## src/rtl/nbpa_pkg.sv

```systemverilog
// ----------------------------------------------------------------------------
// nbpa_pkg
// shared widths, register indexes and interface types of the pair
// acceleration accumulator
// ----------------------------------------------------------------------------
package nbpa_pkg;

    // position width, Q16.16 at the default
    localparam int POS_WIDTH  = 32;

    localparam int CFG_W      = 32;
    localparam int MASS_W     = 32;
    localparam int DIFF_W     = POS_WIDTH + 1;
    localparam int MAG_W      = POS_WIDTH + 1;
    localparam int RAD_W      = 2 * MAG_W;
    localparam int ROOT_W     = MAG_W;
    localparam int D2_W       = 2 * ROOT_W;
    localparam int D3_W       = 3 * ROOT_W;
    localparam int SOFT_SHIFT = 32;
    localparam int SOFT_W     = CFG_W + SOFT_SHIFT;
    localparam int DEN_W      = ((D3_W > SOFT_W) ? D3_W : SOFT_W) + 1;
    localparam int GM_W       = 2 * CFG_W;
    localparam int GM_HALF    = CFG_W;
    localparam int NX_W       = GM_W + MAG_W;
    localparam int FRAC_SHIFT = 24;
    localparam int NUM_W      = NX_W + FRAC_SHIFT;
    localparam int Q_W        = 48;
    localparam int HI_W       = NUM_W - Q_W;
    localparam int REM_W      = ((DEN_W + 1) > HI_W) ? (DEN_W + 1) : HI_W;
    localparam int TERM_W     = 47;
    localparam int ACC_W      = 48;

    localparam int ROOT_CNT_W = $clog2(ROOT_W + 1);
    localparam int DIV_CNT_W  = $clog2(Q_W + 1);

    localparam int S_FIELDS_W = 4 * POS_WIDTH + MASS_W;
    localparam int S_TDATA_W  = ((S_FIELDS_W + 7) / 8) * 8;
    localparam int S_TUSER_W  = 2;
    localparam int M_TDATA_W  = 2 * ACC_W;
    localparam int M_TUSER_W  = 1;

    // configuration register indexes
    localparam int REG_IDX_W = 1;
    localparam logic [REG_IDX_W-1:0] REG_GRAV_CONST = 1'b0;
    localparam logic [REG_IDX_W-1:0] REG_SOFTENING  = 1'b1;

    localparam logic [CFG_W-1:0] GRAV_RESET = 32'd65536;
    localparam logic [CFG_W-1:0] SOFT_RESET = 32'd66;

    // one classified pair waiting for the back end
    typedef struct packed {
        logic signed [DIFF_W-1:0] dx;
        logic signed [DIFF_W-1:0] dy;
        logic [MASS_W-1:0]        mass;
        logic                     fresh;
        logic                     skip;
        logic                     last;
    } pair_t;

    // divider result
    typedef struct packed {
        logic              done;
        logic              sat;
        logic [TERM_W-1:0] mag;
    } div_res_t;

endpackage

```

## src/rtl/nbpa_front.sv

```systemverilog
// ----------------------------------------------------------------------------
// nbpa_front
// accepts pair transactions, forms the position differences and queues them
// ----------------------------------------------------------------------------
module nbpa_front (
    input  logic                           aclk,
    input  logic                           aresetn,
    input  logic                           s_tvalid,
    output logic                           s_tready,
    input  logic [nbpa_pkg::S_TDATA_W-1:0] s_tdata,
    input  logic [nbpa_pkg::S_TUSER_W-1:0] s_tuser,
    input  logic                           s_tlast,
    output logic                           q_valid,
    output nbpa_pkg::pair_t                q_item,
    input  logic                           q_pop
);
    import nbpa_pkg::*;

    pair_t       slot_reg [2];
    logic        wr_ptr_reg, wr_ptr_next;
    logic        rd_ptr_reg, rd_ptr_next;
    logic [1:0]  count_reg, count_next;
    logic        push;
    pair_t       in_item;

    logic signed [DIFF_W-1:0] tx, ty, sx, sy;

    assign tx = DIFF_W'($signed(s_tdata[POS_WIDTH-1:0]));
    assign ty = DIFF_W'($signed(s_tdata[2*POS_WIDTH-1:POS_WIDTH]));
    assign sx = DIFF_W'($signed(s_tdata[3*POS_WIDTH-1:2*POS_WIDTH]));
    assign sy = DIFF_W'($signed(s_tdata[4*POS_WIDTH-1:3*POS_WIDTH]));

    always_comb begin
        in_item.dx    = tx - sx;
        in_item.dy    = ty - sy;
        in_item.mass  = s_tdata[4*POS_WIDTH+MASS_W-1:4*POS_WIDTH];
        in_item.fresh = s_tuser[0];
        in_item.skip  = s_tuser[1];
        in_item.last  = s_tlast;
    end

    assign s_tready = (count_reg != 2'd2);
    assign push     = s_tvalid && s_tready;
    assign q_valid  = (count_reg != 2'd0);
    assign q_item   = slot_reg[rd_ptr_reg];

    always_comb begin
        wr_ptr_next = push ? ~wr_ptr_reg : wr_ptr_reg;
        rd_ptr_next = q_pop ? ~rd_ptr_reg : rd_ptr_reg;
        count_next  = count_reg + 2'(push) - 2'(q_pop);
    end

    always_ff @(posedge aclk) begin
        if (!aresetn) begin
            wr_ptr_reg <= 1'b0;
            rd_ptr_reg <= 1'b0;
            count_reg  <= 2'd0;
        end else begin
            wr_ptr_reg <= wr_ptr_next;
            rd_ptr_reg <= rd_ptr_next;
            count_reg  <= count_next;
        end
    end

    always_ff @(posedge aclk) begin
        if (push) begin
            slot_reg[wr_ptr_reg] <= in_item;
        end
    end

endmodule

```

## config.mk

```make
export PLATFORM = sky130hd
export DESIGN_NAME = nbpa_front
export DESIGN_NICKNAME = d
export VERILOG_FILES = /design/src/rtl/nbpa_pkg.sv /design/src/rtl/nbpa_front.sv
export SDC_FILE = /design/constraint.sdc
export NUM_CORES = 1
export LEC_CHECK = 0
export BUFFER_PORTS_ARGS = -buffer_cell sky130_fd_sc_hd__clkbuf_2
export CORE_MARGIN = 4
export CORE_UTILIZATION = 33
export DETAILED_ROUTE_END_ITERATION = 10
export GPL_ROUTABILITY_DRIVEN = 0
export PLACE_DENSITY = 0.58
export SLEW_MARGIN = 30
export SYNTH_ARGS = -nofsm -noshare
export SYNTH_HDL_FRONTEND = slang
export SYNTH_SLANG_ARGS = --single-unit
```

## constraint.sdc

```tcl
create_clock -name aclk -period 16.4 [get_ports aclk]
set_input_delay 3.28 -clock aclk [delete_from_list [all_inputs] [get_ports aclk]]
set_output_delay 3.28 -clock aclk [all_outputs]
set_load 0.02 [all_outputs]
```

Word level (Yosys, flattened, before mapping)

Memory sizes are Yosys's and may differ from the RTL's. A register that Yosys moved wholly into a read port is not among the register bits.
Index checks and enable logic that the tools add are counted.

Flip-flop bits (word level): 4
Bits in writable memories: 202
Bits of input ports: 167
Word-level logic and storage cells: 17
Memories: 1

Add/subtract/negate cells: 4
Equality and inequality tests: 1
Multiplexer cells: 4
Bitwise logic cells: 2
Reductions and logical operators: 2

Memories:

| name     | depth | bits a word | read ports | clocked after memory_dff | wr ports | RTL line         | source |
|---|---|---|---|---|---|---|---|
| slot_reg | 2     | 101         | 1          | 1                        | 1        | nbpa_front.sv:19 | `pair_t slot_reg [2];` |

Operators with widths:

| kind                                           | count |
|---|---|
| 32-bit by 32-bit subtractor with 33-bit output | 2 |
| 1-bit 2-to-1 mux                               | 4 |
| 2-bit by 1-bit adder with 2-bit output         | 1 |
| 2-bit inequality test (second input constant)  | 1 |
| 1-bit NOT                                      | 2 |
| 2-bit nonzero test                             | 1 |
| 2-bit by 1-bit subtractor with 2-bit output    | 1 |
| 1-bit logical AND                              | 1 |

Depth between registers and ports, before layout

Gate-level depths: netlist of run 1.

Depth after elaboration: 4
Depth in mapped cells: 10
Gate-level depth less buffers: 10

Least setup slack after synthesis of run 1

No wires, ideal clock.

Kind: input -> register
Start point: input port s_tvalid
End point: memory slot_reg[0][0] (netlist name), enable pin
Setup time: 0.563 ns
Arrival time: 7.593 ns
Required time: 15.837 ns
Path slack: 8.244 ns
Stages: 2
Cell sequence: nand2_1 > nor2_1

Longest elaborated chain between the ends: 3

Ends and longest elaborated chain:

| what                                   | RTL line         | source |
|---|---|---|
| start: declaration                     | nbpa_front.sv:8  | `input logic s_tvalid,` |
| 1-bit logical AND                      | nbpa_front.sv:43 | `assign push = s_tvalid && s_tready;` |
| 1-bit 2-to-1 mux                       | nbpa_front.sv:66 | `if (push) begin` |
| 1-bit 2-to-1 mux (not written as such) | nbpa_front.sv:67 | `slot_reg[wr_ptr_reg] <= in_item;` |
| end: declaration                       | nbpa_front.sv:19 |  |

No other way between the ends.

==> results of run 1 <==
critical path, delay by kind of cell, from the launching register on:
family | cells | cell delay, ns
muxes | 1 | 0.44
DFF | 1 | 0.68
buffers and inverters | 2 | 0.93
through the flow:
stage | instance area, µm² | hold WS, ns | instances | setup WS (ns)
6_report | 13790 | 0.5689 | 1649 | 10.44
5_1_grt | 13790 | 0.5901 | 1649 | 10.26
4_1_cts | 13790 | 0.5716 | 1649 | 10.30
3_5_place_dp | 13050 | 0.5625 | 1607 | 10.41
3_3_place_gp | 13050 | 0.5593 | 1607 | 10.51
2_1_floorplan | 11210 | 0.5415 | 912 | 8.244
placed cells by master (no fill, tap or decap), drive strengths merged, types with 6 or more instances in the layout:
cell,netlist,layout
nand2b,6,6
o21bai,9,9
nand3,18,18
nand4,12,12
ha,66,66
xnor2,39,39
and3,8,8
o31ai,7,7
edfxtp,202,202
nand2,49,49
o21a,12,12
a21oi,73,73
inv,86,86
xor2,17,17
nor2b,9,9
nor3,7,7
clkbuf,18,299
o21ai,37,37
clkinv,0,10
and2,7,7
nor2,37,37
a21o,17,17
a31oi,6,6
mux2,101,101
worst max-delay path by stage:
stage | start | to | cells past startpoint
floorplan | s_tvalid | slot_reg[0][0] | 2
global placement | s_tdata[32] | slot_reg[0][67] | 11
detailed placement | s_tdata[32] | slot_reg[1][67] | 11
CTS | flop | q_item[41] | 3
global route | flop | q_item[61] | 3
finish | flop | q_item[57] | 3
cell type report:
| class | count | area [µm²] |
|---|---|---|
| Clock inverter | 12 | 115.1 |
| Tap cell | 448 | 560.5 |
| Sequential cell | 207 | 6170 |
| Multi-Input combinational cell | 593 | 4624 |
| Fill cell | 3290 | 19740 |
| Timing Repair Buffer | 273 | 1376 |
| Clock buffer | 30 | 623.1 |
| Inverter | 86 | 322.8 |
logic make-up (layout without fill, tap and decap cells):
logic type / after synthesis / count (layout) / share of synthesized area [%]
DFF: 207 / 207 / 55.01
AOI/OAI and AO/OA: 202 / 202 / 11.65
and+or+nand+nor: 165 / 165 / 7.155
buffers and inverters: 112 / 401 / 3.851
muxes: 102 / 102 / 10.24
adders and majority gates: 68 / 68 / 7.724
xor gates and xnor gates: 56 / 56 / 4.375
metal layers:
layer  GRT usage (%)  up-vias
met2           24.57      237
met3           2.750       34
met4           2.852        0
li1                -     3923
met1           18.20     3784
met5               0        -
power breakdown:
part           internal, mW  leakage, nW  switching (mW)
clock                 0.299        0.361           0.199
sequential            0.693         1.93          0.0200
combinational         0.164         3.45           0.272
==> summary.txt, run 1 <==
Yosys
  – Count leader, synth: edfxtp_1
  – Area share of the largest cell type after synthesis: 54.11%
  – Most used DFF post-synth: edfxtp_1
  – Synth unique cells: 65
  – Top cell type by total area after synthesis: edfxtp_1
  – Synthesis Warnings: 0
  – Syn_nets: between 1000 and 1500
  – Area of the mapped netlist: ~0.011 mm²
  – Number of synthesized flops with an enable pin: 202
  – Commonest cells in the netlist: edfxtp_1 (202), mux2_2 (101), inv_1 (85), a21oi_1 (73), ha_1 (66)
  – #FFs+latches synth: 207
  – Async SR Flop Fraction: 0%
  – Gate Count Post-Synth: 912
  – Top post-synthesis cells by area: edfxtp_1 (54%), mux2_2 (10%), ha_1 (7.4%)
  – Syn_area_per_cell: 12.29 µm²
  – Register area share after synthesis: around 55%

Worst hold path
  – Worst Hold Class: flop to flop
  – Hold_sp: rd_ptr_reg
  – WHS Path Cells: 2

Clock tree
  – Root buf cell: clkbuf_16
  – H-tree levels: 1
  – TritonCTS buffer count: 24
  – Setup bufs post-CTS: 0
  – CTS-repair resized insts: 0
  – # clock sinks: 207
  – CTS max path bufs: 3
  – TritonCTS clock tree: built
  – Clk_lat worst skew: 0.51 ns
  – Cts-stage hold buffer count: 0
  – Worst-path clk slew: 0.06 ns

Floorplanning
  – CORE AREA: 0.03353 mm²
  – I/O Pins: 270
  – Chip width: 192.3 µm
  – Chip Height: 192.3 µm
  – Die area: 0.03698 mm²
  – Row count: 67
  – Initial Util: 33.43%

Timing
  – Final count of hold timing violations: 0
  – Slew HR: between 30% and 40%
  – Clock Skews: 0.01752 ns
  – RSZ-0062 raised after global routing: false
  – Setup violators final: 0
  – Tmin final: approximately 6 ns
  – Sum Neg Setup Slack: 0 ns
  – Worst slew pin tran: 0.9385 ns
  – Max Freq: 167.7 MHz
  – Period utilization: between 30% and 40%
  – Final slew viol count: 0

Drt
  – M1 WL: 11.53 mm
  – DRT antenna net count: 0
  – Vias: 7978
  – Vias/cell: 4.838
  – Metal3 WL: 1.915 mm
  – Met2 routed WL: about 13 mm
  – Drt wl/cell: 16.52 µm
  – DRC viols: 0
  – 1st-pass router iterations: 5
  – Starting DRT DRC Count: 409
  – Post-Route WL: 27.23 mm
  – DR top layer: met4

Placement
  – DP HPWL: about 20 mm
  – I/O Buffers: approximately 270

Global routing
  – Overall Global Routing Usage: 14.05%
  – Overflow after GRT: 0
  – Largest net degree at the start of global routing: 67
  – Vias in the first global route: 7997
  – First-pass GRT wire length: 41.92 mm
  – Initial antenna violation count: 0

Power
  – Leak: between 5 and 6 nW
  – Final Total Pwr: 1.648 mW
  – VDD IR-drop max: 61.40 µV
  – Power Density: 119.5 mW/mm²

Layout
  – Layout cells sized above 1: 35.22%
  – Max reg flops: 202
  – Nets: around 1400
  – Post-Route Utilization: ~41%
  – Area delta synth->final: 23.04%
  – Antenna cells: 0

Critical path
  – CP Class: flop to output pin
  – Worst R2R Setup Slack: 13.89 ns
  – Arrival time at the worst endpoint: 2.68 ns
  – Startpoint Class: flop
  – R2R depth: 5
  – FF-to-FF End: slot_reg[0][44]
  – CP peak stage delay: between 0.7 and 0.8 ns
  – Max FO, Critical Path: 66
  – CP Cell Sequence: buf_4 > mux2_2 > clkbuf_2
  – R2R Path Start: count_reg[0]
  – Critical path's slowest cell: buf_4
  – Worst Path Required: 13.12 ns
  – CP endpoint kind: output pin

Flow run
  – Max-cap violation count: 0

Run status
  – Outcome: finished clean
No activity file was read; power rests on OpenSTA's default activity.
==> inputs of run 2 (changes only) <==
Clock period 16.4 ns to 6.1 ns, I/O delays scaled along.
==> run 2 against run 1 <==
  * Setup slack got worse by 7.8 ns
  * Routed wire length barely moved
  * Combinational power grew to 2.7 times the previous value
  * Non-clock buffer count is 3 higher
  * Via count rose by 0.70%
  * Core utilization is 0.14 points higher
  * Count of clock-buffer cells in the layout decreased by 1
==> summary.txt, run 2 (same netlist as run 1, synthesis figures left out) <==
Timing
  – Slew HR: 37.39%
  – Tmin final: approximately 3.5 ns
  – Final slew viol count: 0
  – Clock Skews: 0.01417 ns
  – Period utilization: 56.75%
  – Setup violators final: 0
  – Final count of hold timing violations: 0
  – RSZ-0062 raised after global routing: false
  – Max Freq: 288.9 MHz
  – Sum Neg Setup Slack: 0 ns
  – Worst slew pin tran: 0.9392 ns

Clock tree
  – Cts-stage hold buffer count: 0
  – # clock sinks: roughly 210
  – H-tree levels: 1
  – CTS max path bufs: 3
  – TritonCTS buffer count: 24
  – Root buf cell: clkbuf_16
  – Worst-path clk slew: ~0.06 ns
  – TritonCTS clock tree: built
  – CTS-repair resized insts: 0
  – Clk_lat worst skew: 0.52 ns
  – Setup bufs post-CTS: 0

Global routing
  – Overflow after GRT: 0
  – Initial antenna violation count: 0
  – Overall Global Routing Usage: 13.84%
  – First-pass GRT wire length: 41.32 mm
  – Vias in the first global route: just over 8000
  – Largest net degree at the start of global routing: 67

Critical path
  – Startpoint Class: flop
  – Arrival time at the worst endpoint: 2.24 ns
  – R2R depth: 5
  – Worst R2R Setup Slack: between 3 and 4 ns
  – Critical path's slowest cell: buf_4
  – CP Cell Sequence: buf_4 > mux2_2 > clkbuf_2
  – CP endpoint kind: output pin
  – Max FO, Critical Path: 66
  – R2R Path Start: count_reg[0]
  – FF-to-FF End: slot_reg[0][52]
  – CP peak stage delay: 0.67 ns
  – Worst Path Required: between 4 and 5 ns
  – CP Class: flop to output pin

Floorplanning
  – I/O Pins: 270
  – Die area: 0.03698 mm²
  – Chip width: 192.3 µm
  – Chip Height: 192.3 µm
  – CORE AREA: 0.03353 mm²
  – Initial Util: 33.43%
  – Row count: 67

Layout
  – Nets: 1423
  – Most frequent cells in the layout: clkbuf_2 (269), edfxtp_1 (202), mux2_2 (101)
  – Max reg flops: 202
  – Post-Route Utilization: 41.27%
  – Layout cells sized above 1: 35.52%
  – Most common cell after layout, fill and taps aside: clkbuf_2
  – Antenna cells: 0
  – Area delta synth->final: 23.45%

Drt
  – Vias: between 8000 and 9000
  – Vias/cell: 4.860
  – Post-Route WL: 27.21 mm
  – Drt wl/cell: 16.46 µm
  – DRC viols: 0
  – Starting DRT DRC Count: 338
  – DRT antenna net count: 0
  – 1st-pass router iterations: 5

Power
  – VDD IR-drop max: 171.0 µV
  – Sw Share: 30.36%
  – Comb power frac: 27.1%
  – Power Density: 319.6 mW/mm²
  – NetSw: 1.343 mW
  – Int Power: 3.080 mW
  – Sequential share of power: 43.0%
  – Clk pwr share: 29.8%
  – Leak: 5.747 nW

Worst hold path
  – Hold path endpoint: rd_ptr_reg
  – Hold_sp: rd_ptr_reg
  – Worst Hold Class: flop to flop
  – WHS Path Cells: 2

Run status
  – Outcome: finished clean

Flow run
  – Max-cap violation count: 0

Placement
  – I/O Buffers: between 200 and 300
  – DP HPWL: around 20 mm
-- run 2: cell count changes in the layout (fill, tap and decap cells not counted) --
cell | previous run | this run
buf_12 | 0 | 1
bufinv_16 | 2 | 1
clkinvlp_4 | 0 | 4
clkbuf_1 | 6 | 5
clkinv_2 | 4 | 3
buf_16 | 0 | 1
buf_4 | 4 | 5
-- run 2: layout make-up --
type,instances,area (µm²)
Clock buffer,29,619.3
Clock inverter,14,110.1
Fill cell,3272,19690
Inverter,86,322.8
Multi-Input combinational cell,593,4624
Sequential cell,207,6170
Tap cell,448,560.5
Timing Repair Buffer,276,1431
-- run 2: worst max-delay path: cells and delay by family, from the launching register on --
kind / cells / cell delay [ns]
buf+inv: 2 / 0.85
mux: 1 / 0.43
flops: 1 / 0.34
-- run 2: worst max path at each step --
stage                     depth (start not counted)  slack [ns]               to         from
after detailed placement                         11        2.17  slot_reg[1][67]  s_tdata[32]
final                                             3        2.64       q_item[61]         flop
after floorplan                                   2       0.004   slot_reg[0][0]     s_tvalid
after global placement                           11        2.27  slot_reg[0][67]  s_tdata[32]
after global routing                              3        2.52       q_item[61]         flop
after CTS                                         3        2.59       q_item[61]         flop
-- run 2: power by group through the flow --
| stage | clock network (mW) | logic, mW | registers, mW |
|---|---|---|---|
| 3_5_place_dp | 0 | 1.20 | 1.94 |
| 4_1_cts | 1.38 | 1.21 | 1.91 |
| 3_3_place_gp | 0 | 1.20 | 1.93 |
| 2_1_floorplan | 0 | 0.804 | 1.95 |
| 6_report | 1.32 | 1.20 | 1.90 |
| 5_1_grt | 1.44 | 1.31 | 1.92 |
-- run 2: metrics by stage --
| step | hold WS, ns | total power, mW | worst slack (ns) | instance area (µm²) | cells |
|---|---|---|---|---|---|
| after floorplan | 0.5415 | 2.751 | 0.003849 | 11210 | 912 |
| after global placement | 0.5557 | 3.122 | 2.273 | 13060 | 1608 |
| after detailed placement | 0.5711 | 3.139 | 2.171 | 13060 | 1608 |
| after CTS | 0.5826 | 4.494 | 2.585 | 13790 | 1651 |
| after global routing | 0.5912 | 4.670 | 2.522 | 13840 | 1653 |
| final | 0.5803 | 4.423 | 2.638 | 13840 | 1653 |
-- run 2: metal layers --
metal  wire length, µm  global-route usage [%]  part of all wire [%]
met1             11980                   17.99                    44
met2             13080                   24.09                    48
met3              1672                   2.551                   6.1
met4               477                   3.182                   1.8
met5                 0                       0                     0
